### src/rtl/core/fgab_pkg.sv
`timescale 1ns / 1ps
`default_nettype none
// ----------------------------------------------------------------------------
// fgab_pkg
// Shared constants, codes and types of the graded absorbing boundary unit.
// ----------------------------------------------------------------------------
package fgab_pkg;

    // Sizes
    localparam int MAX_DIM    = 4096;
    localparam int MAX_LAYERS = 64;
    localparam int TBL_AW     = $clog2(MAX_LAYERS);
    localparam int DIV_W      = 44;

    // Field and register widths
    localparam int ACTION_W = 2;
    localparam int POS_W    = 12;
    localparam int FIELD_W  = 32;
    localparam int DIM_W    = 13;
    localparam int LAYER_W  = 7;
    localparam int SIGMA_W  = 24;
    localparam int KAPPA_W  = 24;
    localparam int DT_W     = 16;
    localparam int BTYPE_W  = 2;
    localparam int DECAY_W  = 17;
    localparam int PADDR_W  = 5;
    localparam int PDATA_W  = 32;

    // Fixed-point constants
    localparam int          ONE_Q16 = 65536;
    localparam logic [31:0] LN2_Q30 = 32'd744261118;
    localparam logic [31:0] ONE_Q30 = 32'h4000_0000;

    // Field component codes
    localparam logic [ACTION_W-1:0] ACT_EZ  = 2'd0;
    localparam logic [ACTION_W-1:0] ACT_HX  = 2'd1;
    localparam logic [ACTION_W-1:0] ACT_HY  = 2'd2;
    localparam logic [ACTION_W-1:0] ACT_NOP = 2'd3;

    // Boundary type codes
    localparam logic [BTYPE_W-1:0] BND_PML = 2'd0;
    localparam logic [BTYPE_W-1:0] BND_PEC = 2'd1;
    localparam logic [BTYPE_W-1:0] BND_PMC = 2'd2;

    // Register indexes
    localparam logic [2:0] CFG_GRID_WIDTH  = 3'd0;
    localparam logic [2:0] CFG_GRID_HEIGHT = 3'd1;
    localparam logic [2:0] CFG_PML_LAYERS  = 3'd2;
    localparam logic [2:0] CFG_SIGMA_MAX   = 3'd3;
    localparam logic [2:0] CFG_KAPPA_MAX   = 3'd4;
    localparam logic [2:0] CFG_TIME_STEP   = 3'd5;
    localparam logic [2:0] CFG_X_TYPE      = 3'd6;
    localparam logic [2:0] CFG_Y_TYPE      = 3'd7;

    // Geometry settings seen by the datapath
    typedef struct packed {
        logic [DIM_W-1:0]   grid_width;
        logic [DIM_W-1:0]   grid_height;
        logic [LAYER_W-1:0] pml_layers;
        logic [BTYPE_W-1:0] x_type;
        logic [BTYPE_W-1:0] y_type;
    } geo_cfg_t;

    // Grading settings seen by the table builder
    typedef struct packed {
        logic [LAYER_W-1:0] pml_layers;
        logic [SIGMA_W-1:0] peak_sigma;
        logic [KAPPA_W-1:0] peak_kappa;
        logic [DT_W-1:0]    time_step;
    } bld_cfg_t;

    // One decay table entry
    typedef struct packed {
        logic               active;
        logic [DECAY_W-1:0] decay;
    } tbl_entry_t;

    localparam int TBL_W = $bits(tbl_entry_t);

    // Table write port
    typedef struct packed {
        logic              en;
        logic [TBL_AW-1:0] addr;
        tbl_entry_t        data;
    } tbl_wr_t;

endpackage
`default_nettype wire

### src/rtl/core/fgab_div.sv
`timescale 1ns / 1ps
`default_nettype none
// ----------------------------------------------------------------------------
// fgab_div
// Restoring unsigned divider, one quotient bit per cycle.
// ----------------------------------------------------------------------------
module fgab_div (
    input  wire logic                       clk,
    input  wire logic                       rst_n,
    input  wire logic                       start,
    input  wire logic [fgab_pkg::DIV_W-1:0] dividend,
    input  wire logic [31:0]                divisor,
    output logic                            done,
    output logic      [fgab_pkg::DIV_W-1:0] quotient
);
    import fgab_pkg::*;

    localparam int CNT_W = $clog2(DIV_W + 1);

    logic             run_reg;
    logic             done_reg;
    logic [CNT_W-1:0] cnt_reg;
    logic [DIV_W-1:0] dvd_reg;
    logic [31:0]      dsr_reg;
    logic [31:0]      rem_reg;
    logic [32:0]      trial;
    logic             qbit;
    logic [32:0]      rem_next;

    // Trial subtraction
    always_comb
    begin
        trial    = {rem_reg, dvd_reg[DIV_W-1]};
        qbit     = (trial >= {1'b0, dsr_reg});
        rem_next = qbit ? (trial - {1'b0, dsr_reg}) : trial;
    end

    // Control
    always_ff @(posedge clk or negedge rst_n)
    begin
        if (!rst_n)
        begin
            run_reg  <= 1'b0;
            done_reg <= 1'b0;
            cnt_reg  <= '0;
        end
        else if (start)
        begin
            run_reg  <= 1'b1;
            done_reg <= 1'b0;
            cnt_reg  <= CNT_W'(DIV_W);
        end
        else if (run_reg)
        begin
            cnt_reg  <= cnt_reg - 1'b1;
            run_reg  <= (cnt_reg != CNT_W'(1));
            done_reg <= (cnt_reg == CNT_W'(1));
        end
        else
        begin
            done_reg <= 1'b0;
        end
    end

    // Dividend shifts out, quotient bits shift in
    always_ff @(posedge clk)
    begin
        if (start)
        begin
            dvd_reg <= dividend;
            dsr_reg <= divisor;
            rem_reg <= '0;
        end
        else if (run_reg)
        begin
            dvd_reg <= {dvd_reg[DIV_W-2:0], qbit};
            rem_reg <= rem_next[31:0];
        end
    end

    assign done     = done_reg;
    assign quotient = dvd_reg;

endmodule
`default_nettype wire

### src/rtl/core/fgab_table_builder.sv
`timescale 1ns / 1ps
`default_nettype none
// ----------------------------------------------------------------------------
// fgab_table_builder
// Sequencer that fills the decay table, one layer depth at a time, with a
// shared multiplier and a shared divider.
// ----------------------------------------------------------------------------
module fgab_table_builder (
    input  wire logic                clk,
    input  wire logic                rst_n,
    input  wire logic                start,
    input  wire fgab_pkg::bld_cfg_t  cfg,
    output logic                     busy,
    output fgab_pkg::tbl_wr_t        tbl_wr
);
    import fgab_pkg::*;

    typedef enum logic [9:0] {
        ST_IDLE   = 10'b0000000001,
        ST_SETUP  = 10'b0000000010,
        ST_MUL    = 10'b0000000100,
        ST_PROD   = 10'b0000001000,
        ST_DSTART = 10'b0000010000,
        ST_DIV    = 10'b0000100000,
        ST_POST   = 10'b0001000000,
        ST_RED    = 10'b0010000000,
        ST_FIN    = 10'b0100000000,
        ST_WRITE  = 10'b1000000000
    } bld_state_t;

    typedef enum logic [2:0] {
        OP_SIG = 3'd0,
        OP_KAP = 3'd1,
        OP_X   = 3'd2,
        OP_T   = 3'd3
    } bld_op_t;

    bld_state_t          state_reg, state_next;
    bld_op_t             op_reg;
    logic [LAYER_W-1:0]  l_reg;
    logic [12:0]         l2_reg;
    logic [18:0]         l3_reg;
    logic [KAPPA_W-1:0]  kmm_reg;
    logic [LAYER_W-1:0]  d_reg;
    logic [SIGMA_W-1:0]  sig_reg;
    logic [24:0]         kap_reg;
    logic [37:0]         rr_reg;
    logic [4:0]          k_reg;
    logic [29:0]         r_reg;
    logic [30:0]         t_reg;
    logic signed [32:0]  sum_reg;
    logic [3:0]          n_reg;
    logic [31:0]         mul_a_reg, mul_b_reg, dsr_reg;
    logic [63:0]         prod_reg;
    tbl_entry_t          entry_reg;

    logic [LAYER_W-1:0]  lc;
    logic [12:0]         lc2;
    logic [18:0]         lc3;
    logic [12:0]         d2;
    logic [18:0]         d3;
    logic [37:0]         ln2_w;
    logic                red_ge;
    logic [DIV_W-1:0]    dividend;
    logic                div_start;
    logic                div_done;
    logic [DIV_W-1:0]    q;
    logic signed [32:0]  qs;
    logic [31:0]         e;
    logic [4:0]          sh;
    logic [32:0]         rnd;

    // Small products of depth and layer count
    always_comb
    begin
        lc     = (cfg.pml_layers > LAYER_W'(MAX_LAYERS)) ? LAYER_W'(MAX_LAYERS)
                                                         : cfg.pml_layers;
        lc2    = 13'(lc * lc);
        lc3    = 19'(lc2 * lc);
        d2     = 13'(d_reg * d_reg);
        d3     = 19'(d2 * d_reg);
        ln2_w  = {6'd0, LN2_Q30};
        red_ge = (rr_reg >= ln2_w);
        qs     = $signed({2'b00, q[30:0]});
    end

    // Taylor quotient terms are taken from the top of the product
    assign dividend  = (op_reg == OP_T) ? DIV_W'(prod_reg[63:30]) : prod_reg[DIV_W-1:0];
    assign div_start = (state_reg == ST_DSTART);

    fgab_div u_div (
        .clk      (clk),
        .rst_n    (rst_n),
        .start    (div_start),
        .dividend (dividend),
        .divisor  (dsr_reg),
        .done     (div_done),
        .quotient (q)
    );

    // Final rounding of exp(-r) by 2^(14+k)
    always_comb
    begin
        e   = sum_reg[32] ? 32'd0 : sum_reg[31:0];
        sh  = 5'd14 + k_reg;
        rnd = {1'b0, e} + (33'd1 << (sh - 5'd1));
    end

    // Sequencer
    always_comb
    begin
        state_next = state_reg;
        unique case (state_reg)
            ST_IDLE:   if (start) state_next = ST_SETUP;
            ST_SETUP:  state_next = (lc == '0) ? ST_IDLE : ST_MUL;
            ST_MUL:    state_next = ST_PROD;
            ST_PROD:   state_next = ST_DSTART;
            ST_DSTART: state_next = ST_DIV;
            ST_DIV:    if (div_done) state_next = ST_POST;
            ST_POST:
            begin
                case (op_reg)
                    OP_SIG:  state_next = (q == '0) ? ST_WRITE : ST_MUL;
                    OP_X:    state_next = ST_RED;
                    OP_T:    state_next = (n_reg == 4'd12) ? ST_FIN : ST_MUL;
                    default: state_next = ST_MUL;
                endcase
            end
            // Strip whole multiples of ln2; seventeen or more give a zero decay
            ST_RED:
            begin
                if (red_ge)
                    state_next = (k_reg == 5'd16) ? ST_WRITE : ST_RED;
                else
                    state_next = ST_MUL;
            end
            ST_FIN:    state_next = ST_WRITE;
            ST_WRITE:  state_next = (d_reg == l_reg) ? ST_IDLE : ST_MUL;
            default:   state_next = ST_IDLE;
        endcase
    end

    always_ff @(posedge clk or negedge rst_n)
    begin
        if (!rst_n)
        begin
            state_reg <= ST_IDLE;
        end
        else
        begin
            state_reg <= state_next;
        end
    end

    // Datapath
    always_ff @(posedge clk)
    begin
        prod_reg <= mul_a_reg * mul_b_reg;
        case (state_reg)
            ST_SETUP:
            begin
                l_reg   <= lc;
                l2_reg  <= lc2;
                l3_reg  <= lc3;
                kmm_reg <= (cfg.peak_kappa < KAPPA_W'(ONE_Q16)) ? '0
                                                                : cfg.peak_kappa - KAPPA_W'(ONE_Q16);
                d_reg   <= LAYER_W'(1);
                op_reg  <= OP_SIG;
            end
            ST_MUL:
            begin
                case (op_reg)
                    OP_SIG:
                    begin
                        mul_a_reg <= 32'(cfg.peak_sigma);
                        mul_b_reg <= 32'(d3);
                        dsr_reg   <= 32'(l3_reg);
                    end
                    OP_KAP:
                    begin
                        mul_a_reg <= 32'(kmm_reg);
                        mul_b_reg <= 32'(d2);
                        dsr_reg   <= 32'(l2_reg);
                    end
                    OP_X:
                    begin
                        mul_a_reg <= 32'(sig_reg);
                        mul_b_reg <= 32'(cfg.time_step);
                        dsr_reg   <= 32'(kap_reg);
                    end
                    default:
                    begin
                        mul_a_reg <= 32'(t_reg);
                        mul_b_reg <= 32'(r_reg);
                        dsr_reg   <= 32'(n_reg);
                    end
                endcase
            end
            ST_POST:
            begin
                case (op_reg)
                    OP_SIG:
                    begin
                        sig_reg   <= q[SIGMA_W-1:0];
                        entry_reg <= '{active: 1'b0, decay: DECAY_W'(ONE_Q16)};
                        op_reg    <= OP_KAP;
                    end
                    OP_KAP:
                    begin
                        kap_reg <= 25'(ONE_Q16) + q[24:0];
                        op_reg  <= OP_X;
                    end
                    OP_X:
                    begin
                        rr_reg    <= {q[23:0], 14'd0};
                        k_reg     <= '0;
                        entry_reg <= '{active: 1'b1, decay: '0};
                        op_reg    <= OP_T;
                    end
                    default:
                    begin
                        t_reg   <= q[30:0];
                        sum_reg <= n_reg[0] ? (sum_reg - qs) : (sum_reg + qs);
                        n_reg   <= n_reg + 4'd1;
                    end
                endcase
            end
            ST_RED:
            begin
                if (red_ge)
                begin
                    rr_reg <= rr_reg - ln2_w;
                    k_reg  <= k_reg + 5'd1;
                end
                else
                begin
                    r_reg   <= rr_reg[29:0];
                    t_reg   <= ONE_Q30[30:0];
                    sum_reg <= $signed({1'b0, ONE_Q30});
                    n_reg   <= 4'd1;
                end
            end
            ST_FIN:
            begin
                entry_reg <= '{active: 1'b1, decay: DECAY_W'(rnd >> sh)};
            end
            ST_WRITE:
            begin
                d_reg  <= d_reg + LAYER_W'(1);
                op_reg <= OP_SIG;
            end
            default:
            begin
            end
        endcase
    end

    assign busy        = (state_reg != ST_IDLE);
    assign tbl_wr.en   = (state_reg == ST_WRITE);
    assign tbl_wr.addr = TBL_AW'(d_reg - LAYER_W'(1));
    assign tbl_wr.data = entry_reg;

endmodule
`default_nettype wire

### config.mk
export PLATFORM = sky130hd
export DESIGN_NAME = fgab_table_builder
export DESIGN_NICKNAME = d
export VERILOG_FILES = /design/src/rtl/core/fgab_pkg.sv /design/src/rtl/core/fgab_div.sv /design/src/rtl/core/fgab_table_builder.sv
export SDC_FILE = /design/constraint.sdc
export NUM_CORES = 2
export LEC_CHECK = 0
export ABC_AREA = 0
export BUFFER_PORTS_ARGS = -buffer_cell sky130_fd_sc_hd__clkbuf_2
export CAP_MARGIN = 20
export CORE_ASPECT_RATIO = 0.5
export CORE_UTILIZATION = 25
export DETAILED_ROUTE_END_ITERATION = 10
export GPL_ROUTABILITY_DRIVEN = 0
export GPL_TIMING_DRIVEN = 0
export HOLD_SLACK_MARGIN = 0.08
export SETUP_SLACK_MARGIN = 0.1
export SYNTH_ARGS = -nofsm -noshare
export SYNTH_HDL_FRONTEND = slang
export SYNTH_SLANG_ARGS = --single-unit
### constraint.sdc
create_clock -name clk -period 20.6 [get_ports clk]
set_clock_uncertainty 0.1 [all_clocks]
set_input_delay 2.06 -clock clk [delete_from_list [all_inputs] [get_ports clk]]
set_output_delay 2.06 -clock clk [all_outputs]
set_load 0.01 [all_outputs]
Word level (Yosys, flattened, before mapping)
Cells that the tools add are included.
Cells by class
  add/sub/neg operators: 14
  multiply operators: 5
  order comparisons: 4
  equality and inequality tests: 27
  shifts and indexed selects: 2
  multiplexer cells: 46
  bitwise gates (word level): 1
  reductions and logical operators: 18
Operators with widths (number)
  two-way mux 44 bit: 3
  one-hot mux 10 bit (10 select lines): 1
  two-way mux 33 bit: 3
  one-hot mux 31 bit (3 select lines): 1
  one-hot mux 30 bit (3 select lines): 1
  two-way mux 38 bit: 2
  one-hot mux 38 bit (2 select lines): 1
  one-hot mux 25 bit (3 select lines): 1
  one-hot mux 18 bit (2 select lines): 2
  one-hot mux 33 bit (2 select lines): 1
  multiplier 32 x 32 -> 64 bit: 1
  two-way mux 32 bit: 2
  two-way mux 31 bit: 2
  one-hot mux 31 bit (2 select lines): 1
  two-way mux 10 bit: 5
  logical NOT 44 bit: 1
  >= comparator 38 x 30 -> 1 bit, second input constant: 1
  multiplier 13 x 7 -> 19 bit: 2
  subtractor 38 x 30 -> 38 bit, second input constant: 1
  adder 32 x 33 -> 33 bit: 1
  adder 33 x 32 -> 33 bit: 1
  >= comparator 33 x 32 -> 1 bit: 1
  << shifter 1 x 5 -> 33 bit, first input constant: 1
  >> shifter 33 x 5 -> 17 bit: 1
  56 further kinds: 80
Word-level totals
  bits in registers: 567
  input bits: 74
  output and inout port bits: 26
  logic and storage cells: 144

Longest topological paths before layout
  depth in word-level cells: 6
  depth in mapped cells: 36
  gate-level depth less buffers: 35

Modules after synthesis
Synthesis repeated with hierarchy kept, for this count alone.
Unflattened totals
  cell total of the unflattened synthesis: 7172
  area total of the unflattened synthesis: 67657.4 um^2
Modules (own cells, without submodules)
  fgab_table_builder: instances 1, cells an instance 6549, area an instance 61177.4 um^2, seq. area each 12373.1 um^2
  fgab_div: instances 1, cells an instance 623, area an instance 6480.0 um^2, seq. area each 3123.0 um^2

Least setup slack after synthesis
Ideal clock, no wire load.
  kind: in2reg
  start point: input cfg[70] in the netlist's numbering
  end point: register l3_reg[17] (data pin)
  setup time: 0.258 ns
  arrival: 9.631 ns
  required time: 20.242 ns
  setup slack: 10.611 ns
  cell stages on the path: 32
  buffers on the path: 1
  cell sequence: inv_2 > clkbuf_1 > nand2_1 > inv_1 > nand2_1 > fa_1 > fa_1 > inv_1 > fa_1 > fa_1 > ha_1 > inv_1 > o21bai_1 > a21o_1 > a21o_1 > a21o_1 > a21oi_1 > xor2_1 > nor2_1 > fa_1 > fa_1 > fa_1 > inv_1 > fa_1 > inv_1 > ha_1 > nand2_1 > o21ai_0 > o41ai_1 > o21bai_1 > a21oi_1 > xnor2_1
Between the ends
  word-level cells in the longest chain between the ends: 4
RTL lines
  from (decl): RTL line fgab_table_builder.sv:12  | input wire fgab_pkg::bld_cfg_t cfg,
  > comparator 7 bit *: RTL line fgab_table_builder.sv:76  | lc = (cfg.pml_layers > LAYER_W'(MAX_LAYERS)) ? LAYER_W'(MAX_LAYERS)
  two-way mux 7 bit *: RTL line fgab_table_builder.sv:76
  via lc[2]: RTL line fgab_table_builder.sv:57  | logic [LAYER_W-1:0] lc;
  multiplier 7 x 7 -> 13 bit: RTL line fgab_table_builder.sv:78  | lc2 = 13'(lc * lc);
  multiplier 13 x 7 -> 19 bit *: RTL line fgab_table_builder.sv:79  | lc3 = 19'(lc2 * lc);
  via lc3[17]: RTL line fgab_table_builder.sv:59  | logic [18:0] lc3;
  to (signal assigned): RTL line fgab_table_builder.sv:164  | l3_reg <= lc3;
  to (decl): RTL line fgab_table_builder.sv:42  | logic [18:0] l3_reg;
The timed path passes the listed nets; every way through them passes the cells marked *.
A chain may end at the register's enable or synchronous reset.

Final worst setup path
  start point: input cfg[70] in the netlist's numbering
  end point: register l3_reg[18] (data pin)
Same word-level chain as after synthesis.

==> results.sh <==
export IMPL_cts_buffer_depth=3
export IMPL_final_area_mm2=0.0742
export IMPL_crit_fanout=10
export IMPL_ant_nets=0
export IMPL_die_y_um=368
export IMPL_dp_hpwl_um=183000
export IMPL_reg2reg_slack_ns=10.79
export IMPL_syn_to_final_growth_pct=10.7
export IMPL_cp_common_cell="fa_1"
export IMPL_antenna_found_initial=11
export IMPL_synth_cells=7178
export IMPL_startpoint_type="primary input"
export IMPL_vias_per_cell=4.84
export IMPL_fin_nets=8894
export IMPL_min_from="dsr_reg[17]"
export IMPL_cts_resized_gates=0
export IMPL_hold_class="reg -> reg"
export IMPL_grt_overflow_total=0
export IMPL_yosysSeqAreaShare_pct=22.8
export IMPL_clk_latency_ns=0.68
export IMPL_core_mm2=0.265
export IMPL_vias=52923
export IMPL_synth_edff_count=430
export IMPL_port_buffers=99
export IMPL_grt_usage_pct=16.5
export IMPL_ys_warn_count=0
export IMPL_tightest_slew_ns=1.23
export IMPL_cts_root_buffer="clkbuf_16"
export IMPL_syn_area_mm2=0.0670
export IMPL_hold_depth=0
export IMPL_synthFlopType="edfxtp_1"
export IMPL_dpl_cell_area_mm2=0.0722
export IMPL_drive_gt1_share_pct=4.01
export IMPL_fin_crit_sh_pct=52.9
export IMPL_cts_tree="built"
export IMPL_first_iter_violations=5885
export IMPL_slowest_delay_ns=0.56
export IMPL_whs_ns=0.318
export IMPL_wl_met1_um=92700
export IMPL_drv_cap=0
export IMPL_wl_met2_um=100000
export IMPL_endpoint_kind="register"
export IMPL_drc=0
export IMPL_finalNonFillerCells=10925
export IMPL_min_period_ns=10.89
export IMPL_synth_cell_types=105
export IMPL_cts_max_level=2
export IMPL_grt_pass1_vias=52832
export IMPL_die_w_um=734
export IMPL_clk_pin_slew_ns=0.06
export IMPL_clock_sinks=544
export IMPL_dp_cells=10813
export IMPL_antenna_cells=0
export IMPL_ys_ff_latch=544
export IMPL_slowest_stage="xnor2_1"
export IMPL_grt_max_degree=61
export IMPL_dr_wl_met3_um=20100
export IMPL_cts_setup_buffers=0
export IMPL_syn_area_per_cell_um2=9.34
export IMPL_largest_reg_flops=64
export IMPL_setup_violations=0
export IMPL_rr_worst_depth=33
export IMPL_status="finished clean"
export IMPL_critical_path_class="in -> reg"
export IMPL_wl_per_cell_um=20.7
export IMPL_fmax_mhz=91.8
export IMPL_hold_path_endpoint="u_div.dsr_reg[17]"
export IMPL_cts_hold_buf=0
export IMPL_rows=133
export IMPL_initial_core_util_pct=25.3
export IMPL_cp_arrival_ns=11.18
export IMPL_rsz0062_at_grt="false"
export IMPL_async_flop_share_pct=3.31
export IMPL_drtPass1Iterations=10
export IMPL_grt_pass1_wl_um=338000
export IMPL_setup_tns_final_ns=0
export IMPL_slew_violations=0
export IMPL_dieArea_mm2=0.270
export IMPL_numCtsBuffers=58
export IMPL_wl_um=226000
export IMPL_required_ns=20.89
export IMPL_finalHoldViolCount=0
export IMPL_worstReg2RegEnd="mul_b_reg[18]"
export IMPL_slew_headroom_pct=18.2
export IMPL_top_layer="met5"
export IMPL_io_pins=100
export IMPL_r2r_start="d_reg[5]"
## worst max-delay path by stage
stage | cells after the start | slack [ns] | to | start
floorplan | 32 | 10.61 | l3_reg[17] | cfg[70]
global placement | 4 | 8.22 | mul_a_reg[27] | state_reg[4]
detailed placement | 35 | 9.10 | l3_reg[18] | cfg[70]
CTS | 35 | 9.77 | l3_reg[18] | cfg[70]
global route | 35 | 8.99 | l3_reg[18] | cfg[70]
finish | 35 | 9.71 | l3_reg[18] | cfg[70]
## layout by cell type (no fill, tap or decap), types with 25 or more instances in the layout
cell	synthesis	layout
inv_1	1264	1262
nand2_1	994	994
fa_1	938	938
ha_1	515	515
and2_1	448	448
edfxtp_1	430	430
nor2_1	364	361
clkbuf_1	327	341
a21oi_1	276	276
xnor2_1	206	206
o21ai_0	196	196
a21o_1	102	102
clkbuf_2	2	102
dfxtp_1	96	96
mux2i_1	89	89
xor2_1	81	81
nand3_1	69	69
nor3_1	69	69
clkbuf_16	0	58
nor2b_1	56	56
and3_1	44	44
a222oi_1	42	42
o21bai_1	38	38
a31oi_1	30	30
nand2b_1	30	30
a211oi_1	29	29
o21a_1	28	28
or3_1	25	25
## through the flow
stage               util [%]  worst slack (ns)
detailed placement      27.3              9.10
global placement        27.2              8.22
CTS                     28.0              9.77
floorplan                  -             10.61
global route            28.0              8.99
finish                  28.0              9.71
## synthesized netlist by cell type, types with 81 or more instances
library cell  number  area, µm²
mux2i_1           89        891
a21oi_1          276       1380
a21o_1           102        766
fa_1             938      18800
nor2_1           364       1370
nand2_1          994       3730
edfxtp_1         430      12900
dfxtp_1           96       1920
and2_1           448       2800
ha_1             515       6440
xnor2_1          206       1800
clkbuf_1         327       1230
xor2_1            81        709
inv_1           1264       4740
o21ai_0          196        981
## metal layers
layer	up-vias	global-route usage, %
met5	-	0
met4	6	7.66
met3	530	2.79
met2	2509	26.3
met1	26569	21.8
li1	23309	-
## kinds of logic after synthesis
group	synth area share, %
flops	22.8
fa+ha+maj	37.6
buf+inv	9.16
mux	1.83
compound gates	9.32
xor+xnor	3.78
other cells	0.0112
simple gates	15.4
## critical path, delay by kind of cell
| family | cells | cell delay (ns) |
|---|---|---|
| xor+xnor | 2 | 0.73 |
| compound gates | 8 | 1.55 |
| fa+ha+maj | 10 | 4.62 |
| simple gates | 5 | 0.83 |
| buf+inv | 10 | 1.37 |
## final cells by class
type	instances	area, µm²
timing repair buffer	120	815
sequential	544	15300
tap	3510	4390
inverter	1274	4780
clock inverter	29	319
clock buffer	79	1590
fill	27964	190000
buffer	354	1360
multi-input combinational	5015	45600
Power is left out: the tool's default activity adds up to more than one toggle a clock period on the data nets, which glitch-free logic cannot reach.
