## config.mk

```make
export PLATFORM = sky130hd
export DESIGN_NAME = fgab_pipe
export DESIGN_NICKNAME = d
export VERILOG_FILES = /design/src/rtl/core/fgab_pkg.sv /design/src/rtl/core/fgab_ram.sv /design/src/rtl/core/fgab_pipe.sv
export SDC_FILE = /design/constraint.sdc
export NUM_CORES = 2
export LEC_CHECK = 0
export BUFFER_PORTS_ARGS = -buffer_cell sky130_fd_sc_hd__clkbuf_2
export CORE_ASPECT_RATIO = 0.9
export CORE_MARGIN = 4
export CORE_UTILIZATION = 60
export CTS_BUF_LIST = sky130_fd_sc_hd__clkbuf_2 sky130_fd_sc_hd__clkbuf_4 sky130_fd_sc_hd__clkbuf_8
export DETAILED_ROUTE_END_ITERATION = 8
export PLACE_DENSITY = 0.73
export SLEW_MARGIN = 20
export SYNTH_ARGS = -nofsm -noshare
export SYNTH_HDL_FRONTEND = slang
export SYNTH_SLANG_ARGS = --single-unit
```

## constraint.sdc

```tcl
create_clock -name clk -period 10.1 [get_ports clk]
set_input_delay 1.01 -clock clk [delete_from_list [all_inputs] [get_ports clk]]
set_output_delay 1.01 -clock clk [all_outputs]
set_load 0.03 [all_outputs]
```

## src/rtl/core/fgab_pkg.sv

```systemverilog
`timescale 1ns / 1ps
`default_nettype none
// ----------------------------------------------------------------------------
// fgab_pkg
// Shared constants, codes and types of the graded absorbing boundary unit.
// ----------------------------------------------------------------------------
package fgab_pkg;

    // Sizes
    localparam int MAX_DIM    = 4096;
    localparam int MAX_LAYERS = 64;
    localparam int TBL_AW     = $clog2(MAX_LAYERS);
    localparam int DIV_W      = 44;

    // Field and register widths
    localparam int ACTION_W = 2;
    localparam int POS_W    = 12;
    localparam int FIELD_W  = 32;
    localparam int DIM_W    = 13;
    localparam int LAYER_W  = 7;
    localparam int SIGMA_W  = 24;
    localparam int KAPPA_W  = 24;
    localparam int DT_W     = 16;
    localparam int BTYPE_W  = 2;
    localparam int DECAY_W  = 17;
    localparam int PADDR_W  = 5;
    localparam int PDATA_W  = 32;

    // Fixed-point constants
    localparam int          ONE_Q16 = 65536;
    localparam logic [31:0] LN2_Q30 = 32'd744261118;
    localparam logic [31:0] ONE_Q30 = 32'h4000_0000;

    // Field component codes
    localparam logic [ACTION_W-1:0] ACT_EZ  = 2'd0;
    localparam logic [ACTION_W-1:0] ACT_HX  = 2'd1;
    localparam logic [ACTION_W-1:0] ACT_HY  = 2'd2;
    localparam logic [ACTION_W-1:0] ACT_NOP = 2'd3;

    // Boundary type codes
    localparam logic [BTYPE_W-1:0] BND_PML = 2'd0;
    localparam logic [BTYPE_W-1:0] BND_PEC = 2'd1;
    localparam logic [BTYPE_W-1:0] BND_PMC = 2'd2;

    // Register indexes
    localparam logic [2:0] CFG_GRID_WIDTH  = 3'd0;
    localparam logic [2:0] CFG_GRID_HEIGHT = 3'd1;
    localparam logic [2:0] CFG_PML_LAYERS  = 3'd2;
    localparam logic [2:0] CFG_SIGMA_MAX   = 3'd3;
    localparam logic [2:0] CFG_KAPPA_MAX   = 3'd4;
    localparam logic [2:0] CFG_TIME_STEP   = 3'd5;
    localparam logic [2:0] CFG_X_TYPE      = 3'd6;
    localparam logic [2:0] CFG_Y_TYPE      = 3'd7;

    // Geometry settings seen by the datapath
    typedef struct packed {
        logic [DIM_W-1:0]   grid_width;
        logic [DIM_W-1:0]   grid_height;
        logic [LAYER_W-1:0] pml_layers;
        logic [BTYPE_W-1:0] x_type;
        logic [BTYPE_W-1:0] y_type;
    } geo_cfg_t;

    // Grading settings seen by the table builder
    typedef struct packed {
        logic [LAYER_W-1:0] pml_layers;
        logic [SIGMA_W-1:0] peak_sigma;
        logic [KAPPA_W-1:0] peak_kappa;
        logic [DT_W-1:0]    time_step;
    } bld_cfg_t;

    // One decay table entry
    typedef struct packed {
        logic               active;
        logic [DECAY_W-1:0] decay;
    } tbl_entry_t;

    localparam int TBL_W = $bits(tbl_entry_t);

    // Table write port
    typedef struct packed {
        logic              en;
        logic [TBL_AW-1:0] addr;
        tbl_entry_t        data;
    } tbl_wr_t;

endpackage
`default_nettype wire

```

## src/rtl/core/fgab_ram.sv

```systemverilog
`timescale 1ns / 1ps
`default_nettype none
// ----------------------------------------------------------------------------
// fgab_ram
// Generic single-write, single-read RAM with registered read data.
// ----------------------------------------------------------------------------
module fgab_ram #(
    parameter int WIDTH = 8,
    parameter int DEPTH = 16
) (
    input  wire logic                     clk,
    input  wire logic                     wr_en,
    input  wire logic [$clog2(DEPTH)-1:0] wr_addr,
    input  wire logic [WIDTH-1:0]         wr_data,
    input  wire logic [$clog2(DEPTH)-1:0] rd_addr,
    output logic      [WIDTH-1:0]         rd_data
);

    logic [WIDTH-1:0] mem [DEPTH];

    // Write port and registered read port
    always_ff @(posedge clk)
    begin
        if (wr_en)
        begin
            mem[wr_addr] <= wr_data;
        end
        rd_data <= mem[rd_addr];
    end

endmodule
`default_nettype wire

```

## src/rtl/core/fgab_pipe.sv

```systemverilog
`timescale 1ns / 1ps
`default_nettype none
// ----------------------------------------------------------------------------
// fgab_pipe
// Six-stage sample datapath: depth, table read, decay combine, round, scale,
// saturate.
// ----------------------------------------------------------------------------
module fgab_pipe (
    input  wire logic                          clk,
    input  wire logic                          rst_n,
    input  wire logic                          in_valid,
    input  wire logic [fgab_pkg::ACTION_W-1:0] action,
    input  wire logic [fgab_pkg::POS_W-1:0]    col,
    input  wire logic [fgab_pkg::POS_W-1:0]    row,
    input  wire logic [fgab_pkg::FIELD_W-1:0]  field_in,
    input  wire fgab_pkg::geo_cfg_t            geo,
    input  wire fgab_pkg::tbl_wr_t             tbl_wr,
    output logic                               out_valid,
    output logic      [fgab_pkg::FIELD_W-1:0]  field_out,
    output logic                               attenuated,
    output logic                               forced_zero
);
    import fgab_pkg::*;

    // Depth into the layer along one axis, right/top edge first
    function automatic logic [LAYER_W-1:0] layer_depth(
        input logic [POS_W-1:0]   pos,
        input logic [DIM_W-1:0]   dim,
        input logic [LAYER_W-1:0] l
    );
        logic [DIM_W:0]     pl;
        logic [DIM_W:0]     dd;
        logic [LAYER_W-1:0] res;
        pl  = {2'b00, pos} + (DIM_W + 1)'(l);
        dd  = pl + (DIM_W + 1)'(1) - {1'b0, dim};
        res = '0;
        if (l == '0)
            res = '0;
        else if (pl >= {1'b0, dim})
            res = (dd > (DIM_W + 1)'(l)) ? l : dd[LAYER_W-1:0];
        else if ({1'b0, pos} < (POS_W + 1)'(l))
            res = l - pos[LAYER_W-1:0];
        return res;
    endfunction

    logic [DIM_W-1:0]   w_eff, h_eff;
    logic [LAYER_W-1:0] l_eff;
    logic               x_edge, y_edge, gate, zero;
    logic [FIELD_W-1:0] mag;

    // Stage 1 registers
    logic               v1_reg, neg1_reg, gate1_reg, zero1_reg;
    logic [ACTION_W-1:0] act1_reg;
    logic [FIELD_W-1:0] mag1_reg, raw1_reg;
    logic [LAYER_W-1:0] dpx1_reg, dpy1_reg;
    // Stage 2 registers
    logic               v2_reg, neg2_reg, gate2_reg, zero2_reg, inx2_reg, iny2_reg;
    logic [ACTION_W-1:0] act2_reg;
    logic [FIELD_W-1:0] mag2_reg, raw2_reg;
    // Stage 3 registers
    logic               v3_reg, neg3_reg, att3_reg, zero3_reg, ez3_reg;
    logic [FIELD_W-1:0] mag3_reg, raw3_reg;
    logic [33:0]        pd3_reg;
    logic [DECAY_W-1:0] sel3_reg;
    // Stage 4 registers
    logic               v4_reg, neg4_reg, att4_reg, zero4_reg;
    logic [FIELD_W-1:0] mag4_reg, raw4_reg;
    logic [DECAY_W-1:0] decay4_reg;
    // Stage 5 registers
    logic               v5_reg, neg5_reg, att5_reg, zero5_reg;
    logic [FIELD_W-1:0] raw5_reg;
    logic [48:0]        prod5_reg;
    // Output registers
    logic               out_valid_reg, att_out_reg, zero_out_reg;
    logic [FIELD_W-1:0] field_out_reg;

    logic [TBL_W-1:0]   ramx_q, ramy_q;
    tbl_entry_t         ex, ey;
    logic [DECAY_W-1:0] dx, dy;
    logic               ax, ay, att2;
    logic [DECAY_W-1:0] decay3;
    logic [33:0]        pd_rnd;
    logic [48:0]        rnd5;
    logic [32:0]        res5, sat5;
    logic [FIELD_W-1:0] result5;

    // Stage 1: clamp geometry, find depths, edges and edge rules
    always_comb
    begin
        w_eff  = (geo.grid_width  > DIM_W'(MAX_DIM)) ? DIM_W'(MAX_DIM) : geo.grid_width;
        h_eff  = (geo.grid_height > DIM_W'(MAX_DIM)) ? DIM_W'(MAX_DIM) : geo.grid_height;
        l_eff  = (geo.pml_layers > LAYER_W'(MAX_LAYERS)) ? LAYER_W'(MAX_LAYERS)
                                                         : geo.pml_layers;
        x_edge = (col == '0) || ((w_eff != '0) && ({1'b0, col} == w_eff - DIM_W'(1)));
        y_edge = (row == '0) || ((h_eff != '0) && ({1'b0, row} == h_eff - DIM_W'(1)));
        gate   = (action != ACT_NOP) && ((geo.x_type == BND_PML) || (geo.y_type == BND_PML));
        case (action)
            ACT_EZ:  zero = ((geo.x_type == BND_PEC) && x_edge) ||
                            ((geo.y_type == BND_PEC) && y_edge);
            ACT_HX:  zero = (geo.y_type == BND_PMC) && y_edge;
            ACT_HY:  zero = (geo.x_type == BND_PMC) && x_edge;
            default: zero = 1'b0;
        endcase
        mag = field_in[FIELD_W-1] ? (~field_in + FIELD_W'(1)) : field_in;
    end

    always_ff @(posedge clk)
    begin
        act1_reg  <= action;
        neg1_reg  <= field_in[FIELD_W-1];
        mag1_reg  <= mag;
        raw1_reg  <= field_in;
        gate1_reg <= gate;
        zero1_reg <= zero;
        dpx1_reg  <= layer_depth(col, w_eff, l_eff);
        dpy1_reg  <= layer_depth(row, h_eff, l_eff);
    end

    // Decay tables, one read port per axis
    fgab_ram #(
        .WIDTH (TBL_W),
        .DEPTH (MAX_LAYERS)
    ) u_ram_x (
        .clk     (clk),
        .wr_en   (tbl_wr.en),
        .wr_addr (tbl_wr.addr),
        .wr_data (tbl_wr.data),
        .rd_addr (TBL_AW'(dpx1_reg - LAYER_W'(1))),
        .rd_data (ramx_q)
    );

    fgab_ram #(
        .WIDTH (TBL_W),
        .DEPTH (MAX_LAYERS)
    ) u_ram_y (
        .clk     (clk),
        .wr_en   (tbl_wr.en),
        .wr_addr (tbl_wr.addr),
        .wr_data (tbl_wr.data),
        .rd_addr (TBL_AW'(dpy1_reg - LAYER_W'(1))),
        .rd_data (ramy_q)
    );

    // Stage 2: pass the sample alongside the table read
    always_ff @(posedge clk)
    begin
        act2_reg  <= act1_reg;
        neg2_reg  <= neg1_reg;
        mag2_reg  <= mag1_reg;
        raw2_reg  <= raw1_reg;
        gate2_reg <= gate1_reg;
        zero2_reg <= zero1_reg;
        inx2_reg  <= (dpx1_reg != '0);
        iny2_reg  <= (dpy1_reg != '0);
    end

    // Stage 3: pick axis decays, product of both for Ez
    always_comb
    begin
        ex = tbl_entry_t'(ramx_q);
        ey = tbl_entry_t'(ramy_q);
        dx = inx2_reg ? ex.decay : DECAY_W'(ONE_Q16);
        dy = iny2_reg ? ey.decay : DECAY_W'(ONE_Q16);
        ax = inx2_reg && ex.active;
        ay = iny2_reg && ey.active;
        case (act2_reg)
            ACT_EZ:  att2 = gate2_reg && (ax || ay);
            ACT_HX:  att2 = gate2_reg && ay;
            ACT_HY:  att2 = gate2_reg && ax;
            default: att2 = 1'b0;
        endcase
    end

    always_ff @(posedge clk)
    begin
        neg3_reg  <= neg2_reg;
        mag3_reg  <= mag2_reg;
        raw3_reg  <= raw2_reg;
        zero3_reg <= zero2_reg;
        att3_reg  <= att2;
        ez3_reg   <= (act2_reg == ACT_EZ);
        pd3_reg   <= 34'(dx * dy);
        sel3_reg  <= (act2_reg == ACT_HX) ? dy : dx;
    end

    // Stage 4: round the combined decay
    always_comb
    begin
        pd_rnd = pd3_reg + 34'd32768;
        decay3 = ez3_reg ? DECAY_W'(pd_rnd >> 16) : sel3_reg;
    end

    always_ff @(posedge clk)
    begin
        neg4_reg   <= neg3_reg;
        mag4_reg   <= mag3_reg;
        raw4_reg   <= raw3_reg;
        zero4_reg  <= zero3_reg;
        att4_reg   <= att3_reg;
        decay4_reg <= decay3;
    end

    // Stage 5: scale the magnitude
    always_ff @(posedge clk)
    begin
        neg5_reg  <= neg4_reg;
        raw5_reg  <= raw4_reg;
        zero5_reg <= zero4_reg;
        att5_reg  <= att4_reg;
        prod5_reg <= 49'(mag4_reg * decay4_reg);
    end

    // Output: round, saturate, restore sign, pass through unattenuated samples, apply edge rule
    always_comb
    begin
        rnd5 = prod5_reg + 49'd32768;
        res5 = rnd5[48:16];
        if (neg5_reg)
        begin
            sat5    = (res5 > 33'h0_8000_0000) ? 33'h0_8000_0000 : res5;
            result5 = FIELD_W'(0) - sat5[FIELD_W-1:0];
        end
        else
        begin
            sat5    = (res5 > 33'h0_7FFF_FFFF) ? 33'h0_7FFF_FFFF : res5;
            result5 = sat5[FIELD_W-1:0];
        end
        if (!att5_reg)
            result5 = raw5_reg;
        if (zero5_reg)
            result5 = '0;
    end

    always_ff @(posedge clk)
    begin
        field_out_reg <= result5;
        att_out_reg   <= att5_reg;
        zero_out_reg  <= zero5_reg;
    end

    // Valid bits
    always_ff @(posedge clk or negedge rst_n)
    begin
        if (!rst_n)
        begin
            v1_reg        <= 1'b0;
            v2_reg        <= 1'b0;
            v3_reg        <= 1'b0;
            v4_reg        <= 1'b0;
            v5_reg        <= 1'b0;
            out_valid_reg <= 1'b0;
        end
        else
        begin
            v1_reg        <= in_valid;
            v2_reg        <= v1_reg;
            v3_reg        <= v2_reg;
            v4_reg        <= v3_reg;
            v5_reg        <= v4_reg;
            out_valid_reg <= v5_reg;
        end
    end

    assign out_valid   = out_valid_reg;
    assign field_out   = field_out_reg;
    assign attenuated  = att_out_reg;
    assign forced_zero = zero_out_reg;

endmodule
`default_nettype wire

```

# [After elaboration in Yosys (flattened, before gate mapping)]
# Memory sizes are Yosys's and may differ from the RTL's. A register that Yosys moved wholly into a read port is not among the register bits.
# Index checks and enable logic that the tools add are counted.
[word_totals] ff_bits=480 mem_bits_rw=2304 input_bits=123 out_inout_bits=35 elab_cells=138 n_memories=2
[classes] n_addsub=16 multipliers=2 n_lt_le_gt_ge=11 n_eq_ne=11 mux=22 n_bitwise=1 reduce_logical=28
[memory_table] name="u_ram_x.mem" words=64 word_bits=18 read_ports=1 rd_ports_with_merged_regs=1 wr=1 line_no="fgab_ram.sv:19" text="logic [WIDTH-1:0] mem [DEPTH];"
[memory_table] name="u_ram_y.mem" words=64 word_bits=18 read_ports=1 rd_ports_with_merged_regs=1 wr=1 line_no="fgab_ram.sv:19"
[ops] cell="32-bit 2-to-1 mux" count=4
[ops] cell="17-bit 2-to-1 mux" count=4
[ops] cell="49-bit by 16-bit adder with 49-bit output, second input constant" count=1
[ops] cell="32-bit by 17-bit multiplier with 49-bit output" count=1
[ops] cell="7-bit 2-to-1 mux" count=7
[ops] cell="33-bit by 16-bit adder with 33-bit output, second input constant" count=1
[ops] cell="33-bit by 31-bit greater-than comparator with 1-bit output, second input constant" count=1
[ops] cell="33-bit by 32-bit greater-than comparator with 1-bit output, second input constant" count=1
[ops] cell="17-bit by 17-bit multiplier with 33-bit output" count=1
[ops] cell="32-bit by 1-bit adder with 32-bit output, second input constant" count=1
[ops] cell="32-bit NOT" count=1
[ops] cell="1-bit by 32-bit subtractor with 32-bit output, first input constant" count=1
[ops] cell="31-bit 2-to-1 mux" count=1
[ops] cell="13-bit by 1-bit adder with 14-bit output, second input constant" count=2
[ops] cell="14-bit by 7-bit greater-than comparator with 1-bit output" count=2
[ops] cell="14-bit by 13-bit subtractor with 14-bit output" count=2
[ops] cell="12-bit by 7-bit adder with 13-bit output" count=2
[ops] cell="12-bit by 13-bit equality test with 1-bit output" count=2
[ops] cell="13-bit >= comparator" count=2
[ops] cell="13-bit greater-than comparator, second input constant" count=2
[ops] cell="13-bit 2-to-1 mux" count=2
[ops] cell="13-bit nonzero test" count=2
[ops] cell="13-bit by 1-bit subtractor with 13-bit output, second input constant" count=2
[ops] cell="12-bit zero test" count=2
[ops] cell="14 further kinds" count=44

# [Logic depth before layout (Yosys ltp)]
[logic_depth] ltp_word=9 mapped_depth=27

# [Modules after synthesis]
# Synthesis repeated with hierarchy kept, for this count alone.
[hier_totals] cells_unflattened=8715 hier_area_um2=132643.5
[by_module_without_submodules] module="fgab_ram" n_inst=2 cells_each=1957 area_each_um2=44621.5 seq_area_each_um2=34953.5
[by_module_without_submodules] module="fgab_pipe" n_inst=1 cells_each=4801 area_each_um2=43400.4 seq_area_each_um2=8858.5

# [Worst setup path before layout]
# No wires, ideal clock.
[synth_timing] kind="register to register" from="reg inx2_reg" to="reg pd3_reg[25]" setup_ps=72 arrival_ps=6354 slack_ps=3674 stages_incl_launch_ff=24 synth_period_minus_slack_ps=6426 path_cell_list="dfxtp_1 clkbuf_1 clkbuf_1 and2_1 clkbuf_1 nand2_1 fa_1 fa_1 fa_1 fa_1 inv_1 fa_1 inv_1 fa_1 inv_1 ha_1 a2111oi_0 o21ai_0 o22ai_1 a311oi_1 o221a_2 a211o_1 a21oi_1 xnor2_1"
[synth_via] elab_chain_len=2
[synth_lines] item="from (decl)" line_no="fgab_pipe.sv:57" text="logic v2_reg, neg2_reg, gate2_reg, zero2_reg, inx2_reg, iny2_reg;"
[synth_lines] item="from (signal assigned)" line_no="fgab_pipe.sv:153" text="inx2_reg <= (dpx1_reg != '0);"
[synth_lines] item="17-bit 2-to-1 mux" line_no="fgab_pipe.sv:162" text="dx = inx2_reg ? ex.decay : DECAY_W'(ONE_Q16);"
[synth_lines] item="17-bit by 17-bit multiplier with 33-bit output" line_no="fgab_pipe.sv:182" text="pd3_reg <= 34'(dx * dy);"
[synth_lines] item="to (signal assigned)" line_no="fgab_pipe.sv:182"
[synth_lines] item="to (decl)" line_no="fgab_pipe.sv:63" text="logic [33:0] pd3_reg;"
# No other way between the ends.
# A chain may end at the register's enable or synchronous reset.

# [Final worst setup path]
[layout_timing] from="reg mag4_reg[17]" to="reg prod5_reg[47]"
[layout_via] elab_chain_len=1
[layout_lines] item="from (decl)" line_no="fgab_pipe.sv:67" text="logic [FIELD_W-1:0] mag4_reg, raw4_reg;"
[layout_lines] item="from (signal assigned)" line_no="fgab_pipe.sv:196" text="mag4_reg <= mag3_reg;"
[layout_lines] item="32-bit by 17-bit multiplier with 49-bit output" line_no="fgab_pipe.sv:210" text="prod5_reg <= 49'(mag4_reg * decay4_reg);"
[layout_lines] item="to (signal assigned)" line_no="fgab_pipe.sv:210"
[layout_lines] item="to (decl)" line_no="fgab_pipe.sv:72" text="logic [48:0] prod5_reg;"
# No other way between the ends.

==> results.yml <==
outcome:
  status: "completed"
critical_path:
  r2r_start: "mag4_reg[17]"
  cp_max_fo: 17
  cp-end-kind: "flip-flop"
  rrSetupSlack_ns: 2.50
  cp.arrival_ns: 8.51
  r2r_end: "prod5_reg[47]"
  crit_start: "mag4_reg[17]"
  startpoint_type: "flip-flop"
  cpMostUsedCell: "fa_1"
  reg2reg_depth: 20
  cpPeakStageDelay_ns: 0.86
  critPathSlowestCell: "dfxtp_1"
  crit_required_ns: 11.01
  path_cells: "nand2_1 -> fa_1 -> fa_1 -> fa_1 -> inv_1 -> fa_1 -> fa_1 -> inv_1 -> fa_1 -> inv_1 -> ha_1 -> nand4_1 -> a21oi_1 -> o211ai_1 -> a21o_1 -> a21o_1 -> o41ai_1 -> a41oi_1 -> o31ai_1 -> xor2_1"
  path_class: "reg -> reg"
logic_synthesis:
  synth_edf_count: 1152
  seq_area_frac_synth: 0.456
  synth.cell_area_um2: 96900
  avgSynthCellArea_um2: 13.8
  ys_types: 82
  yosysTopAreaCellShare: 0.357
  synth_top_cell_by_area: "edfxtp_1"
  synth_area_leaders: "edfxtp_1, mux4_2, fa_1"
  syn_inst: 7025
  synth_ff_type: "edfxtp_1"
  ys_ff_latch: 1629
  yosys_warnings: 0
  synth_nets: 8177
  async_reset_ff_frac: 0.00368
detailed_routing:
  ant_nets: 0
  drt-initial-drc-count: 7629
  drt_first_pass_iters: 6
  drc: 0
  vias: 61142
  drt_wl_total_mm: 262
  avgViaCountPerCell: 6.42
  wl_per_cell_um: 27.5
sta:
  finalSetupViolations: 0
  final_hold_viol_count: 0
  tightest_slew_ns: 1.17
  fmax_mhz: 132
  finalClockSkew_ns: 0.111
  fin_crit_sh: 0.753
  post-route-min-period_ns: 7.60
  fin_setup_tns_ns: 0
  rsz0062_at_grt: "no"
  finalMaxSlewViolations: 0
  relSlewSlack: 0.217
cts:
  cts_resized: 0
  postCtsSetupRepairBufs: 0
  clk_path_buf_depth: 3
  clock_sinks: 1629
  cts.clk_slew.worst_paths_ns: 0.07
  htree_levels: 4
  clk_root_buffer_cell: "clkbuf_8"
  clock_latency_ns: 1.02
  cts_made_buffers: 241
  tritoncts: "yes"
place:
  port_buffers: 157
  globalplace.congestion: 0.965
  dp_hpwl_mm: 176
grt:
  grt.overflow.total: 0
  grt_pass1_wl_mm: 396
  grt.total_usage: 0.317
  grt_start_max_net_pins: 134
  antenna_found_initial: 25
  grt_pass1_vias: 62698
finish:
  largest_reg_flops: 1134
  layout_common_cells: "edfxtp_1, inv_1, mux4_2"
  final_nets: 8337
  drive_above_1_share: 0.209
  final_common_cell: "edfxtp_1"
  syn_to_final_growth_pct: 8.87
floorplan:
  design.core.area_um2: 160000
  fp.dieH_um: 389
  fp.dieArea_um2: 168000
  rows: 139
  start_util: 0.606
  fp.dieW_um: 432
  io_pins: 158
min_path:
  worst_hold_startpoint: "in_valid"
  hold_class: "in -> reg"
  min_to: "v1_reg"
  min_path_cells: 1
run:
  maxCapViolCount: 0
-- synth_stat cells (11+ instances only) --
cell      instances
nand4_1          38
nand3_1          62
o21bai_1         21
mux4_2          756
o31ai_1          25
o22ai_1          14
nor2b_1          23
edfxtp_1       1152
nor3_1           55
clkbuf_1        313
xor2_1           79
a211oi_1         28
nand2_1         688
nand2b_1         22
a31oi_1          15
inv_1           906
mux2i_1          20
o211ai_1         11
o21ai_0          89
dfxtp_1         471
fa_1            684
nor4_1           23
ha_1            345
a21oi_1         134
buf_1            42
or3_1            24
nor2_1          321
xnor2_1         146
and3_1           30
a21o_1           38
or4_1            11
and2_1          248
o21a_1           21
-- worst max path at each step --
stage                                to  slack [ns]  cells after the start
after floorplan             pd3_reg[25]        3.67                     23
after global placement    prod5_reg[47]        2.55                     20
after detailed placement  prod5_reg[47]        2.49                     20
after CTS                 prod5_reg[47]        2.47                     20
after global routing      prod5_reg[47]        2.03                     20
final                     prod5_reg[47]        2.50                     20
-- cell families (layout without fill, tap and decap cells) --
family	after synthesis	after routing	share of synthesized area
adder cells (fa/ha/maj)	1029	1029	0.186
multiplexers	779	779	0.178
other	0	16	0
flip-flops	1629	1629	0.456
AO/OA/AOI/OAI	493	493	0.0336
buffers and inverters	1270	1638	0.0493
AND/OR/NAND/NOR	1600	1600	0.0773
XOR/XNOR	225	225	0.0203
-- metal layers --
metal / GRT usage / vias up / wire [um]
li1: - / 25337 / -
met5: 0 / - / 45
met1: 0.443 / 31124 / 97000
met3: 0.0872 / 654 / 32900
met2: 0.482 / 4021 / 121000
met4: 0.121 / 6 / 10800
-- critical path, delay by kind of cell (launching register included) --
family	cells	cell delay, ns
compound gates	7	2.65
buf+inv	3	0.15
simple gates	2	0.32
flops	1	0.86
xor+xnor	1	0.17
fa+ha+maj	7	3.39
-- layout make-up --
| class | instances | area [um2] |
|---|---|---|
| antenna | 16 | 40.0 |
| fill | 11159 | 54500 |
| sequential | 1629 | 44200 |
| timing repair buffer | 279 | 1770 |
| inverter | 908 | 3410 |
| clock buffer | 330 | 4120 |
| multi-input combinational | 4126 | 48400 |
| clock inverter | 121 | 985 |
| tap | 2115 | 2650 |
-- metrics by stage --
step                       util  area (um2)  setup WS, ns  hold WS (ns)  cells
final                     0.660      106000          2.50         0.170   9524
after global placement    0.627      100000          2.55         0.310   9056
after CTS                 0.659      105000          2.47        0.0899   9508
after global routing      0.659      106000          2.03         0.121   9513
after detailed placement  0.627      100000          2.49         0.312   9056
after floorplan               -       96900          3.67         0.310   7025
-- repair_timing --
item,in CTS,in global routing
endpoints found under the hold margin,6,0
hold buffers,1,0
setup endpoints to repair,0,0
Power is not shown: default switching activity piles up to over one toggle a cycle in this logic, so the estimate is an artifact.
